--- config.mk ---
export PLATFORM = sky130hd
export DESIGN_NAME = qprs_pack
export DESIGN_NICKNAME = d
export VERILOG_FILES = /design/src/hdl/quadratic_positive_root_solver_core_defines.svh /design/src/hdl/qprs_pkg.sv /design/src/hdl/qprs_pack.sv
export SDC_FILE = /design/constraint.sdc
export NUM_CORES = 1
export LEC_CHECK = 0
export ABC_AREA = 0
export BUFFER_PORTS_ARGS = -buffer_cell sky130_fd_sc_hd__clkbuf_2
export CORE_UTILIZATION = 48
export DETAILED_ROUTE_END_ITERATION = 8
export PLACE_DENSITY = 0.72
export SYNTH_ARGS = -nofsm -noshare
export SYNTH_HDL_FRONTEND = slang
export SYNTH_SLANG_ARGS = --single-unit
--- constraint.sdc ---
create_clock -name clk -period 8.3 [get_ports clk]
set_input_delay 0.83 -clock clk [delete_from_list [all_inputs] [get_ports clk]]
set_output_delay 0.83 -clock clk [all_outputs]
set_load 0.01 [all_outputs]
--- src/hdl/quadratic_positive_root_solver_core_defines.svh ---
// Assertion macros shared by the quadratic root solver.
`ifndef QUADRATIC_POSITIVE_ROOT_SOLVER_CORE_DEFINES_SVH
`define QUADRATIC_POSITIVE_ROOT_SOLVER_CORE_DEFINES_SVH

// The consequent must hold in the same cycle as the antecedent.
`define QPRS_ASSERT_SAME(label, clock, reset, cond, prop) \
  label: assert property (@(posedge clock) disable iff (reset) (cond) |-> (prop)) \
    else $error("qprs: same-cycle check failed");

// The consequent must hold in the cycle after the antecedent.
`define QPRS_ASSERT_NEXT(label, clock, reset, cond, prop) \
  label: assert property (@(posedge clock) disable iff (reset) (cond) |=> (prop)) \
    else $error("qprs: next-cycle check failed");

`endif

--- src/hdl/qprs_pkg.sv ---
package qprs_pkg;

  localparam int PW    = 24;  // half linear coefficient, Q12.12
  localparam int QW    = 48;  // constant term, Q24.24
  localparam int TolW  = 16;  // tolerance, Q4.12
  localparam int RadW  = 48;  // square root operand
  localparam int SqrtW = 24;  // square root result
  localparam int PpW   = 47;  // p*p magnitude
  localparam int DelW  = 50;  // signed discriminant with headroom
  localparam int CandW = 26;  // signed root candidate
  localparam int RootW = 25;  // packed root
  localparam int CntW  = 2;

  localparam logic [TolW-1:0] TolReset = 16'd1;
  localparam logic [CntW-1:0] MaxRoots = 2'd2;

  // Data that travels beside the square root pipeline.
  typedef struct packed {
    logic                 ok;  // discriminant reached the tolerance
    logic signed [PW-1:0] p;
  } qprs_side_t;

  typedef struct packed {
    logic [CntW-1:0]  count;
    logic [RootW-1:0] root_a;
    logic [RootW-1:0] root_b;
  } qprs_result_t;

endpackage

--- src/hdl/qprs_pack.sv ---
module qprs_pack
  import qprs_pkg::*;
(
  input  logic             clk,
  input  logic             rst,
  input  logic             en,
  input  logic             valid_in,
  input  logic [SqrtW-1:0] d_in,
  input  qprs_side_t       side_in,
  input  logic [TolW-1:0]  tolerance,
  output logic             valid_out,
  output qprs_result_t     res_out
);

  logic signed [CandW-1:0] neg_p;
  logic signed [CandW-1:0] d_ext;
  logic signed [CandW-1:0] tol_ext;
  logic signed [CandW-1:0] cand_lo;
  logic signed [CandW-1:0] cand_hi;
  logic                    acc_lo;
  logic                    acc_hi;
  qprs_result_t            res;

  assign neg_p   = -$signed({{(CandW-PW){side_in.p[PW-1]}}, side_in.p});
  assign d_ext   = $signed({{(CandW-SqrtW){1'b0}}, d_in});
  assign tol_ext = $signed({{(CandW-TolW){1'b0}}, tolerance});
  assign cand_lo = neg_p - d_ext;
  assign cand_hi = neg_p + d_ext;
  assign acc_lo  = side_in.ok && (cand_lo > tol_ext);
  assign acc_hi  = side_in.ok && (cand_hi > tol_ext);

  // Accepted candidates fill the slots in order; empty slots read zero.
  always_comb begin
    res.count  = {1'b0, acc_lo} + {1'b0, acc_hi};
    res.root_a = '0;
    res.root_b = '0;
    if (acc_lo) begin
      res.root_a = cand_lo[RootW-1:0];
      if (acc_hi) begin
        res.root_b = cand_hi[RootW-1:0];
      end
    end else if (acc_hi) begin
      res.root_a = cand_hi[RootW-1:0];
    end
  end

  always_ff @(posedge clk) begin
    if (rst) begin
      valid_out <= 1'b0;
    end else if (en) begin
      valid_out <= valid_in;
    end
  end

  always_ff @(posedge clk) begin
    if (en) begin
      res_out <= res;
    end
  end

endmodule

* After elaboration in Yosys (flattened, before gate mapping)
Index checks and enable logic that the tools add are counted.
** Operators by class
- $add $sub $neg :: 4
- Order comparisons :: 2
- Multiplexer cells :: 2
- Reductions and logical operators :: 2
** Operator list (count)
- $gt A26 B17 Y1 :: 2
- $mux W25 :: 2
- $add A26 B25 Y26 :: 1
- $neg A24 Y26 :: 1
- $sub A26 B25 Y26 :: 1
- $add A1 B1 Y2 :: 1
- $logic_and A1 B1 Y1 :: 2
** Word-level totals
- Register bits :: 53
- Input bits :: 69
- Output and inout bits :: 53
- Logic and storage cells :: 14

* Longest topological paths before layout
- Depth in word-level cells :: 6
- Mapped depth :: 28
- Depth with buffers taken out :: 25

* Least setup slack after synthesis
OpenSTA, ideal clock, no wires.
- Path kind :: in2reg
- From :: input port side_in[0] (netlist bit)
- To :: register res_out[28] (netlist bit) (data pin)
- Library setup time :: 0.260 ns
- Arrival :: 6.106 ns
- Required time :: 8.040 ns
- Slack :: 1.935 ns
- Stages :: 24
- Path buffers :: 3
- Cell sequence :: inv_1 ha_1 or4b_2 nand2b_1 or4_1 xor2_1 ha_1 buf_4 a21oi_1 o31ai_1 a31oi_1 xnor2_1 inv_1 ha_1 a211o_1 a311oi_1 a31oi_1 a31oi_1 or4b_1 nor4_1 nand2b_1 buf_4 buf_6 mux2_2
** RTL lines
- start: declaration :: line qprs_pack.sv:9 : input qprs_side_t side_in,
- end signal: assignment :: line qprs_pack.sv:57 : res_out <= res;
- end: declaration :: line qprs_pack.sv:12 : output qprs_result_t res_out

==> impl_metrics.ini <==
[flow_run]
max-cap-violations = 0

[sta]
fin_tns_setup_ps = 0
worst_pin_slew_ps = 816
rsz0062_at_grt = false
fin_crit_ps = 7270
slew_headroom = 0.451
timing.hold.ws_ps = 496
finalSetupViolCount = 0
skew_ps = 0
timing.fmax_ghz = 0.137
slew_violations = 0
finalHoldViolCount = 0
period_share = 0.876

[final_layout]
diodes = 0
ff_latch_area_um2 = 1580
fillerInstances = 1319
area_growth_pct = 12.0
nNetsFinal = 1049
drive_above_1_share = 0.203
multiInputGateArea_um2 = 4870
mostFrequentLayoutCell = clkbuf_2
fin_cells = 1077
design_area_um2 = 7770
mostFrequentLayoutCells = clkbuf_2, ha_1, inv_1, a21oi_1, nor2_1
fin_util = 0.555

[yosys]
async_reset_ff_frac = 0
synth_flop_cell = edfxtp_1
syn_avg_cell_area_um2 = 8.76
synth-edff-count = 52
yosysSeqAreaShare = 0.228
ys_ff_latch = 53
ys_types = 83
syn_nets = 944
syn-instance-count = 791
yosysWarnings = 0
synth_area_um2 = 6930

[worst_setup_path]
crit_path_end_kind = flip-flop
rr_startpoint = valid_out$_SDFFE_PP0P_
crit_required_ps = 8340
critPathMaxFanout = 28
startpoint_type = primary input
critPathArrivalTime_ps = 7320
crit_type = in -> reg
critPathLaunch = side_in[0]

[placement]
place_inst = 1069
dp_hpwl_mm = 15.6
io_buffers = 121
gp_congestion = 1.03
place_area_um2 = 7600

[detailed_routing]
drt_iter0_drc = 645
vias = 6456
drc = 0
wl_per_cell_um = 17.5
antenna_left = 0
drt-total-wl_mm = 18.9
dr.pass1.iters = 5
viasPerCell = 5.99

[grt]
grt.overflow.total = 0
grt_pass1_wl_mm = 30.1
grtUsageTotal = 0.258
grt_pass1_vias = 5886
grt_max_degree = 54
antenna_found_initial = 0

[power]
ir_worst_vdd_uv = 83.5
p_leak_uw = 0.00345
powerDensity_nw_per_um2 = 147

[hold_path]
hold_path.class = reg -> reg
min_from = valid_out$_SDFFE_PP0P_

[run_status]
status = finished, final reports clean

[clocking]
post_cts_buffers = 0
cts_tree = yes
cts_resized = 0
htreeDepth = 2
ctsHoldBuffers = 0
numCtsBuffers = 5
cts_buffer_depth = 2
clk_latency_ps = 290
cts-root-buf = clkbuf_16
clkSinkCount = 53
path_clk_slew_ps = 70

[die]
start_util = 0.496
rows = 43
die_x_um = 122
dieArea_um2 = 14900
fp.dieH_um = 122
io_pins = 122
core_um2 = 14000
==> worst paths after layout <==
kind	slack, ps	to	depth (start not counted)
setup / recovery	1030	res_out[50]$_DFFE_PP_	23
hold / removal	500	valid_out$_SDFFE_PP0P_	2
setup reg to reg	7720	valid_out$_SDFFE_PP0P_	2
hold reg to reg	500	valid_out$_SDFFE_PP0P_	2
==> routing by layer <==
metal / vias to the layer above / share of wire / GRT usage / wire [um]
li1: 3156 / - / - / -
met1: 3023 / 0.46 / 0.369 / 8710
met2: 244 / 0.45 / 0.416 / 8480
met3: 33 / 0.064 / 0.0140 / 1220
met4: 0 / 0.025 / 0.0800 / 472
met5: - / 0 / 0 / 0
==> kinds of logic (layout without fill, tap and decap cells) <==
family / Yosys count / after routing / synth area share
AO/OA/AOI/OAI: 210 / 210 / 0.215
XOR/XNOR: 55 / 55 / 0.0706
adder cells (fa/ha/maj): 84 / 84 / 0.154
buffers and inverters: 105 / 211 / 0.0704
flip-flops: 53 / 53 / 0.228
multiplexers: 25 / 25 / 0.0435
AND/OR/NAND/NOR: 259 / 259 / 0.219
==> metrics by stage <==
step	setup WS, ps	power, uW
2_1_floorplan	1930	744
3_3_place_gp	934	900
3_5_place_dp	754	906
4_1_cts	1060	1140
5_1_grt	592	1210
6_report	1030	1140
==> where the power goes <==
group | switching (uW) | internal, uW | total, uW
registers | 8.75 | 329 | 338
clock network | 89.7 | 141 | 231
logic | 344 | 229 | 573
==> synthesized netlist by cell type (11+ instances only) <==
master     n  share of area
a211oi_1  11          0.012
nor2_1    55          0.030
inv_1     77          0.042
nor3_1    22          0.016
nor3b_1   12          0.013
o211a_1   15          0.022
o21ai_0   20          0.014
nor4_1    15          0.014
a31oi_1   11         0.0099
edfxtp_1  52           0.23
nand2_1   35          0.019
xnor2_1   45          0.057
o211ai_1  13          0.014
nand3_1   16          0.012
a21oi_1   59          0.043
nor2b_1   24          0.022
nand2b_1  12          0.011
o31ai_1   13          0.014
buf_2     12         0.0087
ha_1      82           0.15
==> registers in the layout (all words and copies together), names as in the netlist <==
| register | count |
|---|---|
| valid_out | 1 |
| res_out | 52 |
==> worst max-delay path: stages <==
cell	delay [ps]
clkbuf_2	110
inv_1	90
ha_1	210
or4b_2	660
nand2b_1	240
or4_1	450
xor2_1	170
ha_1	550
a21oi_1	260
o31ai_1	390
a31oi_1	100
xnor2_1	240
inv_1	70
ha_1	310
a211o_1	260
a311oi_1	240
a31oi_1	130
a31oi_1	140
or4b_1	440
nor4_1	250
nand2b_2	680
inv_1	150
ha_1	330
==> final cells by class <==
cell class | count | area share
Multi-Input combinational cell | 633 | 0.626
Clock buffer | 6 | 0.0166
Tap cell | 180 | 0.0290
Inverter | 77 | 0.0372
Sequential cell | 53 | 0.204
Timing Repair Buffer | 126 | 0.0828
Clock inverter | 2 | 0.00435
Note: power is estimated with default switching activity, not from simulation.
