File: src/hdl/quadratic_positive_root_solver_core_defines.svh
// Assertion macros shared by the quadratic root solver.
`ifndef QUADRATIC_POSITIVE_ROOT_SOLVER_CORE_DEFINES_SVH
`define QUADRATIC_POSITIVE_ROOT_SOLVER_CORE_DEFINES_SVH

// The consequent must hold in the same cycle as the antecedent.
`define QPRS_ASSERT_SAME(label, clock, reset, cond, prop) \
  label: assert property (@(posedge clock) disable iff (reset) (cond) |-> (prop)) \
    else $error("qprs: same-cycle check failed");

// The consequent must hold in the cycle after the antecedent.
`define QPRS_ASSERT_NEXT(label, clock, reset, cond, prop) \
  label: assert property (@(posedge clock) disable iff (reset) (cond) |=> (prop)) \
    else $error("qprs: next-cycle check failed");

`endif

File: src/hdl/qprs_pkg.sv
package qprs_pkg;

  localparam int PW    = 24;  // half linear coefficient, Q12.12
  localparam int QW    = 48;  // constant term, Q24.24
  localparam int TolW  = 16;  // tolerance, Q4.12
  localparam int RadW  = 48;  // square root operand
  localparam int SqrtW = 24;  // square root result
  localparam int PpW   = 47;  // p*p magnitude
  localparam int DelW  = 50;  // signed discriminant with headroom
  localparam int CandW = 26;  // signed root candidate
  localparam int RootW = 25;  // packed root
  localparam int CntW  = 2;

  localparam logic [TolW-1:0] TolReset = 16'd1;
  localparam logic [CntW-1:0] MaxRoots = 2'd2;

  // Data that travels beside the square root pipeline.
  typedef struct packed {
    logic                 ok;  // discriminant reached the tolerance
    logic signed [PW-1:0] p;
  } qprs_side_t;

  typedef struct packed {
    logic [CntW-1:0]  count;
    logic [RootW-1:0] root_a;
    logic [RootW-1:0] root_b;
  } qprs_result_t;

endpackage

File: src/hdl/qprs_disc.sv
module qprs_disc
  import qprs_pkg::*;
(
  input  logic                 clk,
  input  logic                 rst,
  input  logic                 en,
  input  logic                 valid_in,
  input  logic signed [PW-1:0] p_in,
  input  logic signed [QW-1:0] q_in,
  input  logic [TolW-1:0]      tolerance,
  output logic                 valid_out,
  output logic [RadW-1:0]      rad_out,
  output qprs_side_t           side_out
);

  // First stage: square of p.
  logic                     sq_valid;
  logic [PpW-1:0]           sq_pp;
  logic signed [QW-1:0]     sq_q;
  logic signed [PW-1:0]     sq_p;
  logic signed [2*PW-1:0]   prod;

  // Second stage: discriminant and threshold compare.
  logic signed [DelW-1:0]   delta;
  logic signed [DelW-1:0]   thresh;
  logic                     ok;

  assign prod   = p_in * p_in;
  assign delta  = $signed({3'b000, sq_pp}) - $signed({{(DelW-QW){sq_q[QW-1]}}, sq_q});
  assign thresh = $signed({{(DelW-TolW-12){1'b0}}, tolerance, 12'd0});
  assign ok     = (delta >= thresh);

  always_ff @(posedge clk) begin
    if (rst) begin
      sq_valid  <= 1'b0;
      valid_out <= 1'b0;
    end else if (en) begin
      sq_valid  <= valid_in;
      valid_out <= sq_valid;
    end
  end

  always_ff @(posedge clk) begin
    if (en) begin
      sq_pp       <= prod[PpW-1:0];
      sq_q        <= q_in;
      sq_p        <= p_in;
      rad_out     <= ok ? delta[RadW-1:0] : '0;
      side_out.ok <= ok;
      side_out.p  <= sq_p;
    end
  end

endmodule

File: config.mk
export PLATFORM = sky130hd
export DESIGN_NAME = qprs_disc
export DESIGN_NICKNAME = d
export VERILOG_FILES = /design/src/hdl/quadratic_positive_root_solver_core_defines.svh /design/src/hdl/qprs_pkg.sv /design/src/hdl/qprs_disc.sv
export SDC_FILE = /design/constraint.sdc
export NUM_CORES = 2
export LEC_CHECK = 0
export BUFFER_PORTS_ARGS = -buffer_cell sky130_fd_sc_hd__buf_2
export CAP_MARGIN = 30
export CORE_MARGIN = 4
export CORE_UTILIZATION = 45
export CTS_BUF_LIST = sky130_fd_sc_hd__clkbuf_8
export DETAILED_ROUTE_END_ITERATION = 16
export PLACE_DENSITY_LB_ADDON = 0.3
export SLEW_MARGIN = 10
export SYNTH_ARGS = -nofsm -noshare
export SYNTH_HDL_FRONTEND = slang
export SYNTH_SLANG_ARGS = --single-unit
File: constraint.sdc
create_clock -name clk -period 23.8 [get_ports clk]
set_clock_uncertainty 0.05 [all_clocks]
set_input_delay 4.76 -clock clk [delete_from_list [all_inputs] [get_ports clk]]
set_output_delay 4.76 -clock clk [all_outputs]
set_load 0.02 [all_outputs]
* Word-level counts from Yosys, hierarchy flattened
Index checks and enable logic that the tools add are counted.
** Storage, ports and cells
- Bits in registers :: 194
- Logic and storage cells :: 11
** Cells by class
- Add/subtract/negate cells :: 1
- Order comparisons :: 1
- Multiply operators :: 1
** Operator list (number)
- 49-bit by 29-bit >= comparator with 1-bit output :: 1
- 48-bit by 48-bit subtractor with 49-bit output :: 1
- 24-bit by 24-bit multiplier with 47-bit output :: 1

* Longest topological paths before layout
- Depth in word-level cells :: 2
- Gate-level depth with buffers :: 29

* Worst setup path before layout
No wires, ideal clock.
- Path kind :: in2reg
- From :: in p_in[22]
- To :: reg sq_pp[45] (data pin)
- Data arrival time :: 11.209 ns
- Slack :: 12.284 ns
- Cell stages on the path :: 27
- Data required time :: 23.492 ns
- Library setup time :: 0.258 ns
- Path buffers :: 2
- Path through :: clkbuf_1 -> clkbuf_1 -> nand2_1 -> fa_1 -> inv_1 -> fa_1 -> fa_1 -> inv_1 -> fa_1 -> inv_1 -> fa_1 -> fa_1 -> inv_1 -> fa_1 -> inv_1 -> ha_1 -> a21o_1 -> a21o_1 -> a21oi_1 -> o221ai_1 -> o21bai_1 -> a31oi_1 -> o211ai_1 -> a41oi_1 -> o21ai_0 -> a21oi_1 -> xnor2_1
** On the way
- Longest elaborated chain between the ends :: 1
** RTL lines
- start, declared :: line qprs_disc.sv:8 : input logic signed [PW-1:0] p_in,
- 24-bit by 24-bit multiplier with 47-bit output :: line qprs_disc.sv:28 : assign prod = p_in * p_in;
- net prod[45] :: line qprs_disc.sv:21 : logic signed [2*PW-1:0] prod;
- end signal, assigned :: line qprs_disc.sv:45 : sq_pp <= prod[PpW-1:0];
- end, declared :: line qprs_disc.sv:18 : logic [PpW-1:0] sq_pp;
The timed path passes the listed nets, and every way through them passes these cells.
A chain may end at the register's enable or synchronous reset.

* Final worst setup path
- From :: in p_in[15]
- To :: reg sq_pp[45] (data pin)
Same word-level chain as after synthesis.

==> results.md <==
Place:
- The routability congestion estimate from global placement is 0.902.
- Input and output buffers added on the ports amount to between 150 and 200.
- Summed over all nets, the half-perimeter wirelength after detailed placement is about 56000 um.

GRT:
- Entering global routing, the biggest net connects 75 pins.
- Global routing used 21.2% of the available tracks across all layers.
- Global routing finished with a remaining overflow of 0.
- The first global-routing pass estimated around 110000 um of wire.
- The number of antenna violations at the first check in global routing is 1.
- The via count of the first global-routing pass is 21016.

Die:
- The overall die height is 258 um.
- The die covers about 66000 um2.
- 166 I/O pins were placed.
- The total area inside the core boundary comes to 61700 um2.
- The initialized floorplan defines between 90 and 100 standard-cell rows.
- The floorplan step set the die width to between 200 and 300 um.
- Once the floorplan was initialized, standard cells occupied between 40% and 50% of the core.

Clocking:
- The number of setup buffers added after CTS is 0.
- The H-tree was split into 4 levels.
- The post-CTS clock slew at the launch and capture registers of the worst setup and hold paths is between 0.1 and 0.15 ns.
- The number of cells upsized or downsized after cts is 0.
- The cell at the root of the clock tree is sky130_fd_sc_hd__clkbuf_8.
- The number of clock buffers added by TritonCTS is 17.
- The post-cts hold buffer count is 0.
- The tree built by TritonCTS fans out to between 150 and 200 sinks.
- The TritonCTS clock tree is built.
- The clock insertion delay at the later pin of the skew report is 0.51 ns.
- The largest buffer count on any clock path is 2.

Timing:
- For the finished layout, the period the worst path requires is ~12 ns.
- The transition time at the pin with the least slew margin is around 0.84 ns.
- The top achievable clock speed is roughly 84 MHz.
- The final clock period utilization by the worst path is between 40% and 50%.
- The final count of pins violating max slew was 0.
- After routing, the total negative slack on setup checks comes to 0 ns.
- The number of hold violations in the final report is 0.
- Setup violations remaining at the end of the flow were counted as 0.
- Setup repair after global routing left no endpoint under its margin.
- Measured against its own limit, the worst slew margin works out to 43.8%.

Detailed routing:
- Wire segments on met3 add up to between 3000 and 4000 um in the final route.
- The highest layer used for signal routing is met5.
- Wires add up to around 68000 um.
- The wire length on met1 is ~31000 um.
- The count of TritonRoute iterations in the first routing pass is 5.
- Summed over all nets, wire length on met2 after detailed routing comes to 32300 um.
- After detailed routing, the number of remaining DRC violations is 0.
- The count of antenna-violating nets left after detailed routing is 0.
- Dividing the detail-routed wire length by the instance count gives ~18 um.
- The via count of the routed design is 18980.
- The detailed router finished its first iteration with around 1100 violations.
- The vias per cell is about 5.1.

Setup path:
- The worst path arrival time is roughly 12 ns.
- On the critical path, the stage with the largest delay is an instance of sky130_fd_sc_hd__buf_2.
- Counting buffers and inverters, the worst setup path is 26 cells deep.
- The startpoint identified for the worst register-to-register timing path is sq_pp[3].
- The endpoint of the lowest-slack register-to-register path is rad_out[1].
- The category of the worst setup path capture point is a register.
- The timing startpoint of the critical path is p_in[15].
- The maximum single-stage delay on the critical path is about 0.6 ns.
- The length in cells of the worst reg-to-reg path is 22.
- The kind of cell with the highest combined delay along the critical path is adder cells.
- The end of the critical path is sq_pp[45].
- The highest fanout seen on the critical path is 26.
- The worst-case register-to-register setup slack is between 15 and 20 ns.
- The kind of launch point of the worst setup path is an input port.
- The buffering stage count on the worst path with inverters included is 6.
- By instance count, the cell type seen most on the critical path is sky130_fd_sc_hd__fa_1.
- The kind of critical path is input port to register.
- The data required time at the worst endpoint is 24.02 ns.

Logic synthesis:
- The most used flip-flop cell after synthesis is sky130_fd_sc_hd__edfxtp_1.
- Synthesis handed over a netlist of roughly 2800 instances.
- Summing every instance area after synthesis gives between 20000 and 30000 um2.
- The proportion of register bits with asynchronous set or reset after synthesis is 0%.
- For this run, the number of Yosys warnings is 0.
- The post-synthesis sequential area ratio is 20.5%.
- The average instance in the mapped netlist occupies approximately 10 um2.
- The flip-flop and latch count after synthesis is roughly 190.
- The synthesized design contains between 150 and 200 enable-type register cells.
- The distinct cell type count of the synthesized netlist is 60.
- The number of nets produced by synthesis is around 3600.

Hold path:
- The class of the most critical hold timing path is register to register.

Run:
- The max-cap violation count is 0.

Cells and area:
- The final net count is around 3700.
- Of the cells placed in the final design, the portion with a size suffix greater than 1 is about 7.7%.
- The area added between synthesis and finish is 7.50%.

Status:
- The run finished with clean final reports.
[cell families (layout without fill, tap and decap cells)]
group	count (synthesis)	count (layout)	share of synthesized area, %
buf+inv	828	956	11.1
xor+xnor	107	107	3.34
other cells	0	1	0
flops	192	192	20.5
compound gates	279	279	6.20
fa+ha+maj	753	753	48.2
mux	4	4	0.143
simple gates	620	620	10.4
[layer usage]
| metal | global-route usage, % | vias up |
|---|---|---|
| li1 | - | 8725 |
| met4 | 5.34 | 2 |
| met5 | 0 | - |
| met2 | 35.9 | 557 |
| met3 | 2.28 | 97 |
| met1 | 29.7 | 9599 |
[registers in the layout, indices dropped and copies added, names as in the netlist]
signal     flops
rad_out       48
sq_q          48
sq_pp         46
side_out      25
sq_p          23
sq_valid       1
valid_out      1
[synth_stat cells (3+ instances only)]
library cell	count	area [um2]
sky130_fd_sc_hd__a211oi_1	7	52.6
sky130_fd_sc_hd__a21boi_0	4	30.0
sky130_fd_sc_hd__a21o_1	34	255
sky130_fd_sc_hd__a21oi_1	98	490
sky130_fd_sc_hd__a221oi_1	3	26.3
sky130_fd_sc_hd__a31o_2	5	43.8
sky130_fd_sc_hd__a31oi_1	10	62.6
sky130_fd_sc_hd__and2_1	100	626
sky130_fd_sc_hd__and3_1	11	68.8
sky130_fd_sc_hd__buf_2	5	25.0
sky130_fd_sc_hd__clkbuf_1	72	270
sky130_fd_sc_hd__edfxtp_1	190	5710
sky130_fd_sc_hd__fa_1	547	11000
sky130_fd_sc_hd__ha_1	206	2580
sky130_fd_sc_hd__inv_1	747	2800
sky130_fd_sc_hd__mux2i_1	4	40.0
sky130_fd_sc_hd__nand2_1	263	987
sky130_fd_sc_hd__nand2b_1	12	75.1
sky130_fd_sc_hd__nand3_1	26	130
sky130_fd_sc_hd__nand4_1	27	169
sky130_fd_sc_hd__nand4b_1	3	26.3
sky130_fd_sc_hd__nor2_1	108	405
sky130_fd_sc_hd__nor2b_1	25	156
sky130_fd_sc_hd__nor3_1	23	115
sky130_fd_sc_hd__nor4_1	7	43.8
sky130_fd_sc_hd__o211ai_1	11	82.6
sky130_fd_sc_hd__o21a_1	18	135
sky130_fd_sc_hd__o21ai_0	51	255
sky130_fd_sc_hd__o21ai_1	4	20.0
sky130_fd_sc_hd__o21bai_1	10	75.1
sky130_fd_sc_hd__o31ai_1	4	30.0
sky130_fd_sc_hd__or2_2	3	18.8
sky130_fd_sc_hd__or3_1	4	25.0
sky130_fd_sc_hd__xnor2_1	74	648
sky130_fd_sc_hd__xor2_1	33	289
[layout make-up]
class,instances,area (um2)
antenna,1,2.50
sequential,192,5750
multi-input combinational,1763,19200
inverter,747,2800
tap,837,1050
clock inverter,15,181
timing repair buffer,177,950
clock buffer,17,234
fill,5800,31600
[per-stage QoR]
step	setup slack (ns)	util [%]	area (um2)	hold slack [ns]	std cells
after floorplan	12.28	-	28000	0.350	2783
after global placement	11.57	48.1	29700	0.352	3712
after detailed placement	11.45	48.1	29700	0.355	3715
after CTS	12.01	48.8	30100	0.382	3747
after global routing	11.53	48.8	30100	0.387	3748
final	11.94	48.8	30100	0.380	3749
[worst min path at each step]
stage / to / startpoint / cells past startpoint
6_report: side_out[16] / sq_p[16] / 0
5_1_grt: side_out[3] / sq_p[3] / 0
4_1_cts: side_out[16] / sq_p[16] / 0
3_5_place_dp: side_out[3] / sq_p[3] / 0
3_3_place_gp: side_out[21] / sq_p[21] / 0
2_1_floorplan: side_out[10] / sq_p[10] / 0
[cell usage in the layout (no fill, tap or decap), types with 74 or more instances in the layout]
cell / n
sky130_fd_sc_hd__xnor2_1: 74
sky130_fd_sc_hd__buf_2: 165
sky130_fd_sc_hd__nand2_1: 263
sky130_fd_sc_hd__and2_1: 100
sky130_fd_sc_hd__fa_1: 547
sky130_fd_sc_hd__ha_1: 206
sky130_fd_sc_hd__nor2_1: 108
sky130_fd_sc_hd__a21oi_1: 98
sky130_fd_sc_hd__edfxtp_1: 190
sky130_fd_sc_hd__inv_1: 747
Power is not shown: default switching activity piles up to over one toggle a cycle in this logic, so the estimate is an artifact.
