### src/hdl/quadratic_positive_root_solver_core_defines.svh
// Assertion macros shared by the quadratic root solver.
`ifndef QUADRATIC_POSITIVE_ROOT_SOLVER_CORE_DEFINES_SVH
`define QUADRATIC_POSITIVE_ROOT_SOLVER_CORE_DEFINES_SVH

// The consequent must hold in the same cycle as the antecedent.
`define QPRS_ASSERT_SAME(label, clock, reset, cond, prop) \
  label: assert property (@(posedge clock) disable iff (reset) (cond) |-> (prop)) \
    else $error("qprs: same-cycle check failed");

// The consequent must hold in the cycle after the antecedent.
`define QPRS_ASSERT_NEXT(label, clock, reset, cond, prop) \
  label: assert property (@(posedge clock) disable iff (reset) (cond) |=> (prop)) \
    else $error("qprs: next-cycle check failed");

`endif

### src/hdl/qprs_pkg.sv
package qprs_pkg;

  localparam int PW    = 24;  // half linear coefficient, Q12.12
  localparam int QW    = 48;  // constant term, Q24.24
  localparam int TolW  = 16;  // tolerance, Q4.12
  localparam int RadW  = 48;  // square root operand
  localparam int SqrtW = 24;  // square root result
  localparam int PpW   = 47;  // p*p magnitude
  localparam int DelW  = 50;  // signed discriminant with headroom
  localparam int CandW = 26;  // signed root candidate
  localparam int RootW = 25;  // packed root
  localparam int CntW  = 2;

  localparam logic [TolW-1:0] TolReset = 16'd1;
  localparam logic [CntW-1:0] MaxRoots = 2'd2;

  // Data that travels beside the square root pipeline.
  typedef struct packed {
    logic                 ok;  // discriminant reached the tolerance
    logic signed [PW-1:0] p;
  } qprs_side_t;

  typedef struct packed {
    logic [CntW-1:0]  count;
    logic [RootW-1:0] root_a;
    logic [RootW-1:0] root_b;
  } qprs_result_t;

endpackage

### src/hdl/qprs_sqrt_stage.sv
module qprs_sqrt_stage
  import qprs_pkg::*;
#(
  parameter int Bit = 0
) (
  input  logic             clk,
  input  logic             rst,
  input  logic             en,
  input  logic             valid_in,
  input  logic [RadW-1:0]  rem_in,
  input  logic [SqrtW-1:0] root_in,
  input  qprs_side_t       side_in,
  output logic             valid_out,
  output logic [RadW-1:0]  rem_out,
  output logic [SqrtW-1:0] root_out,
  output qprs_side_t       side_out
);

  // Setting this bit grows root^2 by root*2^(Bit+1) + 2^(2*Bit).
  logic [RadW+1:0] trial;
  logic            take;

  assign trial = ({{(RadW+2-SqrtW){1'b0}}, root_in} << (Bit + 1))
               + ({{(RadW+1){1'b0}}, 1'b1} << (2 * Bit));
  assign take  = ({2'b00, rem_in} >= trial);

  always_ff @(posedge clk) begin
    if (rst) begin
      valid_out <= 1'b0;
    end else if (en) begin
      valid_out <= valid_in;
    end
  end

  always_ff @(posedge clk) begin
    if (en) begin
      rem_out  <= take ? (rem_in - trial[RadW-1:0]) : rem_in;
      root_out <= take ? (root_in | (SqrtW'(1) << Bit)) : root_in;
      side_out <= side_in;
    end
  end

endmodule

### src/hdl/qprs_sqrt.sv
module qprs_sqrt
  import qprs_pkg::*;
(
  input  logic             clk,
  input  logic             rst,
  input  logic             en,
  input  logic             valid_in,
  input  logic [RadW-1:0]  rad_in,
  input  qprs_side_t       side_in,
  output logic             valid_out,
  output logic [SqrtW-1:0] root_out,
  output qprs_side_t       side_out
);

  // One result bit per stage, most significant bit first.
  logic             valid_c [SqrtW+1];
  logic [RadW-1:0]  rem_c   [SqrtW+1];
  logic [SqrtW-1:0] root_c  [SqrtW+1];
  qprs_side_t       side_c  [SqrtW+1];

  assign valid_c[0] = valid_in;
  assign rem_c[0]   = rad_in;
  assign root_c[0]  = '0;
  assign side_c[0]  = side_in;

  for (genvar s = 0; s < SqrtW; s++) begin : g_stage
    qprs_sqrt_stage #(
      .Bit(SqrtW - 1 - s)
    ) u_stage (
      .clk       (clk),
      .rst       (rst),
      .en        (en),
      .valid_in  (valid_c[s]),
      .rem_in    (rem_c[s]),
      .root_in   (root_c[s]),
      .side_in   (side_c[s]),
      .valid_out (valid_c[s+1]),
      .rem_out   (rem_c[s+1]),
      .root_out  (root_c[s+1]),
      .side_out  (side_c[s+1])
    );
  end

  assign valid_out = valid_c[SqrtW];
  assign root_out  = root_c[SqrtW];
  assign side_out  = side_c[SqrtW];

endmodule

### config.mk
export PLATFORM = sky130hd
export DESIGN_NAME = qprs_sqrt
export DESIGN_NICKNAME = d
export VERILOG_FILES = /design/src/hdl/quadratic_positive_root_solver_core_defines.svh /design/src/hdl/qprs_pkg.sv /design/src/hdl/qprs_sqrt_stage.sv /design/src/hdl/qprs_sqrt.sv
export SDC_FILE = /design/constraint.sdc
export NUM_CORES = 2
export LEC_CHECK = 0
export BUFFER_PORTS_ARGS = -buffer_cell sky130_fd_sc_hd__buf_2
export CAP_MARGIN = 20
export CORE_MARGIN = 3
export CORE_UTILIZATION = 35
export CTS_BUF_LIST = sky130_fd_sc_hd__clkbuf_8
export CTS_CLUSTER_SIZE = 16
export DETAILED_ROUTE_END_ITERATION = 7
export PLACE_DENSITY = 0.47
export SYNTH_ARGS = -nofsm -noshare
export SYNTH_HDL_FRONTEND = slang
export SYNTH_SLANG_ARGS = --single-unit
### constraint.sdc
create_clock -name clk -period 3.55 [get_ports clk]
set_clock_uncertainty 0.05 [all_clocks]
set_input_delay 0.355 -clock clk [delete_from_list [all_inputs] [get_ports clk]]
set_output_delay 0.355 -clock clk [all_outputs]
set_load 0.01 [all_outputs]
---- Word-level counts from Yosys, hierarchy flattened ----
Index checks and enable logic that the tools add are counted.
word-level totals
  input port bits ......................... 77
  output and inout port bits .............. 50
  register bits after elaboration ......... 2,304
cells by class
  add/sub/neg operators ................... 46
  $lt $le $gt $ge ......................... 24
  mux-type cells .......................... 24
operators with widths
  cell                      number
  $ge A48 B50 Y1            23
  $mux W48                  23
  $sub A48 B48 Y48          22
  $add A47 B45 Y48 const B  1
  $ge A48 B47 Y1 const B    1
  $sub A48 B47 Y48 const B  1
  $add A46 B43 Y47 const B  1
  $add A45 B41 Y46 const B  1
  $add A44 B39 Y45 const B  1
  $add A43 B37 Y44 const B  1
  $add A42 B35 Y43 const B  1
  $add A41 B33 Y42 const B  1
  $add A40 B31 Y41 const B  1
  $add A39 B29 Y40 const B  1
  $add A38 B27 Y39 const B  1
  $add A37 B25 Y38 const B  1
  $add A36 B23 Y37 const B  1
  $add A35 B21 Y36 const B  1
  $add A34 B19 Y35 const B  1
  $add A33 B17 Y34 const B  1
  $add A32 B15 Y33 const B  1
  $add A31 B13 Y32 const B  1
  $add A30 B11 Y31 const B  1
  $add A29 B9 Y30 const B   1
  5 further kinds           5

---- Longest topological paths before layout ----
  depth after elaboration ................. 3
  gate-level depth with buffers ........... 14
  mapped depth without buffers ............ 12

---- Cells and area by module ----
A second synthesis with hierarchy kept.
second synthesis, totals
  cell total of the unflattened synthesis .. 10,492
  area total of the unflattened synthesis .. 124,463.1 µm²
by module, submodules not included
  module                                 cells an instance  sequential area each (µm²)  area an instance (µm²)  instances
  qprs_sqrt_stage (g_stage[22].u_stage)  510                2,932.8                     5,667.9                 1
  qprs_sqrt_stage (g_stage[20].u_stage)  500                2,932.8                     5,576.6                 1
  qprs_sqrt_stage (g_stage[23].u_stage)  481                2,932.8                     5,490.3                 1
  qprs_sqrt_stage (g_stage[18].u_stage)  468                2,932.8                     5,422.7                 1
  qprs_sqrt_stage (g_stage[21].u_stage)  470                2,932.8                     5,376.4                 1
  qprs_sqrt_stage (g_stage[16].u_stage)  473                2,932.8                     5,353.9                 1
  qprs_sqrt_stage (g_stage[19].u_stage)  471                2,932.8                     5,330.1                 1
  qprs_sqrt_stage (g_stage[12].u_stage)  456                2,932.8                     5,277.6                 1
  qprs_sqrt_stage (g_stage[15].u_stage)  448                2,932.8                     5,252.5                 1
  qprs_sqrt_stage (g_stage[10].u_stage)  455                2,932.8                     5,227.5                 1
  qprs_sqrt_stage (g_stage[11].u_stage)  446                2,932.8                     5,226.3                 1
  qprs_sqrt_stage (g_stage[1].u_stage)   426                2,932.8                     5,201.2                 1
  qprs_sqrt_stage (g_stage[14].u_stage)  439                2,932.8                     5,181.2                 1
  qprs_sqrt_stage (g_stage[17].u_stage)  435                2,932.8                     5,157.4                 1
  +11 rows                               -                  -                           -                       -

---- Least setup slack after synthesis ----
Ideal clock, no wire load.
  path kind ............................... register to register
  start ................................... reg g_stage[20].u_stage.rem_out[26]
  end ..................................... reg g_stage[21].u_stage.rem_out[46], data pin
  library setup time ...................... 0.267 ns
  clock period less this slack ............ 3.349 ns
  cell stages (with the launch flop) ...... 13
  required time ........................... 3.233 ns
  arrival time ............................ 3.032 ns
  slack ................................... 0.201 ns
  cells stage by stage .................... edfxtp_1 ha_1 clkbuf_1 nor4b_2 nand3_1 or3_1 a2111oi_0 or3_1 buf_2 nand2_1 a221oi_1 nor3b_1 xor2_1
between the ends
  longest elaborated chain between the ends .. 2
  elaborated cells between the ends (all ways) .. 3
  classes of those cells .................. add/sub: 1; order compare: 1; mux: 1
ends and longest elaborated chain
  element                                                    RTL line                                      source
  start, declared                                            qprs_sqrt_stage.sv:14                         output logic [RadW-1:0] rem_out,
  start signal, assigned                                     qprs_sqrt_stage.sv:37                         rem_out <= take ? (rem_in - trial[RadW-1:0]) : rem_in;
  $sub A48 B48 Y48 / $ge A48 B50 Y1 (equally long branches)  qprs_sqrt_stage.sv:37, qprs_sqrt_stage.sv:25
  $mux W48 (*)                                               qprs_sqrt_stage.sv:37
  end signal, assigned                                       qprs_sqrt_stage.sv:37
  end, declared                                              qprs_sqrt_stage.sv:14
Every way passes the cells marked *; elsewhere a longest branch is shown, timed or not.
A chain may end at the register's enable or synchronous reset.

---- Final worst setup path ----
  start ................................... reg g_stage[19].u_stage.rem_out[8]
  end ..................................... reg g_stage[20].u_stage.rem_out[43], data pin
between the ends
  longest elaborated chain between the ends .. 2
  elaborated cells between the ends (all ways) .. 3
  classes of those cells .................. add/sub: 1; order compare: 1; mux: 1
ends and longest elaborated chain
  element                                                    RTL line
  start, declared                                            qprs_sqrt_stage.sv:14
  start signal, assigned                                     qprs_sqrt_stage.sv:37
  $sub A48 B48 Y48 / $ge A48 B50 Y1 (equally long branches)  qprs_sqrt_stage.sv:37, qprs_sqrt_stage.sv:25
  $mux W48 (*)                                               qprs_sqrt_stage.sv:37
Marks and branches as above.

==> flow_summary.ini <==
[placement]
hpwlAfterDp_mm = 126
dp_slack_ns = -0.227
io_buffers = 126
gp_congestion = 0.882

[synth]
ys_seq_elements = 2028
async_reset_ff_share_pct = 0
yosysTopAreaCellShare_pct = 70.3
synthFlopType = edfxtp_1
synth_cell_types = 84
yosysMostFrequentCell = edfxtp_1
yosys.area.top_type = edfxtp_1
avgSynthCellArea_um2 = 14.4
synth-edff-count = 2004
synth_warnings = 0
yosysSeqAreaShare_pct = 70.9
synth_common_cells = edfxtp_1, inv_1, nor2_1
synthCells = 5922
synth_nets = 6321
netlist_top_cells_area = edfxtp_1, ha_1, xnor2_1
synth.cell_area_um2 = 85600

[setup_path]
arrival_ns = 4.10
path_class = reg -> reg
setup.worst_path.start = g_stage[19].u_stage.rem_out[8]
crit_required_ns = 4.19
rr_endpoint = g_stage[20].u_stage.rem_out[43]
startpoint_type = flip-flop
reg2reg_depth = 11
cp_slowest_cell = edfxtp_1
max_stage_delay_ns = 0.40
end_kind = flip-flop
worst-r2r-setup-slack_ns = 0.1
path_max_fanout = 6
r2r_start = g_stage[19].u_stage.rem_out[8]
crit_chain = ha_1 > nor2b_1 > o21a_1 > o21ai_1 > a211o_1 > a21o_1 > o311a_1 > buf_4 > or3_1 > nor3_1 > xor2_1

[sta]
finalWorstPathRequiredPeriod_ns = 3.45
fin_setup_tns_ns = 0
fmax_ghz = 0.290
hold_violations = 0
rsz0062_at_grt = yes
timing.final.crit_share_pct = 97.3
max_slew_margin_pct = 45.6
worst_slew_pin_slew_ns = 0.809
worst_slack_ns = 0.0962
setup-violations-final = 0
report.final.slew_viol_count = 0

[floorplan]
core_area_um2 = 242000
fp.dieH_um = 500
start_util_pct = 35.4
die_width_um = 500
num_io_pins = 127
rows = 180
dieArea_um2 = 250000

[clock_network]
cts_tree = yes
clockRootBuffer = clkbuf_8
clkLatencyLatePin_ns = 1.03
clock-sinks = 2028
cts.path.max_buffers = 4
cts.clk_slew.worst_paths_ns = 0.06
cts-buffers-inserted = 370
h-tree-depth = 5

[global_route]
use_met1_pct = 17.0
grt_pass1_wl_mm = 282
use_met2_pct = 24.8
grt_pass1_vias = 51276
grt_max_degree = 97
grt_overflow = 0
grt-busiest-layer = met2
antenna_found_initial = 4
grtUsageMet3_pct = 2.41
grt_use_total_pct = 14.1

[drt]
ant_nets = 0
via_count = 49107
drtIter0Drc = 2680
totalWireLength_mm = 178
drt_first_pass_iters = 5
drc_errors = 0
vias_per_cell = 4.80
wire_per_inst_um = 17.4

[final_layout]
drive_above_1_share_pct = 14.5
syn_to_final_growth_pct = 17.8
fill_cells = 22445
nets = 7179

[outcome]
status = finished clean

[flow_run]
drv_cap = 0

[pwr]
p_total_mw = 60.4
p_per_area_nw_per_um2 = 599
p_leak_nw = 37.8
ir_drop_v = 0.000286

[min_path]
hold_end = g_stage[0].u_stage.rem_out[46]
whs_path_depth = 4
hp-start = rad_in[46]
min_path_type = in -> reg
## how the worst max path moves through the flow
stage / end / slack [ns] / depth (start not counted)
6_report: g_stage[20].u_stage.rem_out[43] / 0.1 / 11
5_1_grt: g_stage[11].u_stage.rem_out[25] / -0.03 / 13
4_1_cts: g_stage[22].u_stage.rem_out[39] / 0.01 / 12
3_5_place_dp: g_stage[20].u_stage.rem_out[35] / -0.23 / 12
3_3_place_gp: g_stage[20].u_stage.rem_out[35] / -0.27 / 12
2_1_floorplan: g_stage[21].u_stage.rem_out[46] / 0.20 / 12
## per-stage QoR
stage | area, um2 | util, % | instances | hold WS (ns)
3_5_place_dp | 92500 | 38.2 | 9439 | 0.355
6_report | 101000 | 41.7 | 10225 | 0.250
5_1_grt | 101000 | 41.7 | 10221 | 0.172
4_1_cts | 101000 | 41.6 | 10212 | 0.117
2_1_floorplan | 85600 | - | 5922 | 0.350
3_3_place_gp | 92400 | 38.2 | 9438 | 0.350
## cell usage in the layout (no fill, tap or decap), types with 66 or more instances in the layout
master         instances
nor2_1               366
a21o_1               117
xor2_1               218
dlygate4sd3_1        151
clkbuf_8             374
buf_4                268
xnor2_1              250
buf_2                126
inv_1                505
o21ai_0              252
nor4_1               161
nor3_1               139
clkinv_1              79
nand3_1               84
nand2b_1              66
a21oi_1              304
ha_1                 321
nand4_1               79
nand2_1              334
edfxtp_1            2004
## registers in the layout (all words and copies together), names as in the netlist
name,count
g_stage.u_stage.valid_out,24
g_stage.u_stage.rem_out,1104
g_stage.u_stage.side_out,600
g_stage.u_stage.root_out,300
## layout make-up
type                       instances  area (um2)  share of cell area [%]
antenna                           10        25.0                  0.0248
clock buffer                     374        5150                    5.11
clock inverter                   248        1370                    1.36
inverter                         404        1520                    1.51
multi-input combinational       3399       23300                    23.1
sequential                      2028       60700                    60.2
tap                             3185        3990                    3.95
timing repair buffer             577        4790                    4.75
## metal layers
metal / up-vias / wire length, um
li1: 24115 / -
met1: 23586 / 75200
met2: 938 / 88900
met3: 466 / 6400
met4: 2 / 7090
met5: - / 18
## where the power goes
group,internal [mW],switching [mW],total [mW]
combinational,4.17,5.28,9.46
clock,10.6,9.26,19.9
sequential,29.5,1.61,31.1
## critical path, delay by kind of cell, from the launching register on
kind	cells	cell delay (ns)
xor+xnor	1	0.11
buf+inv	1	0.20
simple gates	3	0.78
fa+ha+maj	1	0.38
compound gates	5	1.23
flops	1	0.40
## cells by family (layout without fill, tap and decap cells)
| group | Yosys count | in the layout | synth area share (%) |
|---|---|---|---|
| AO/OA/AOI/OAI | 956 | 956 | 6.89 |
| XOR/XNOR | 468 | 468 | 4.79 |
| adder cells (fa/ha/maj) | 322 | 322 | 4.71 |
| buffers and inverters | 495 | 1603 | 2.21 |
| flip-flops | 2028 | 2028 | 70.9 |
| multiplexers | 83 | 83 | 1.04 |
| other | 0 | 10 | 0 |
| AND/OR/NAND/NOR | 1570 | 1570 | 9.47 |
## what timing repair did
| item | 4_1_cts | 5_1_grt |
|---|---|---|
| hold buffers | 151 | 0 |
| gates cloned | 0 | 1 |
| resized for setup | 10 | 55 |
| endpoints found under the setup margin | 72 | 158 |
| buffers inserted | 0 | 2 |
| hold endpoints to repair | 241 | 0 |
| pin swaps | 0 | 9 |
Power figures use the tool's default switching activity.
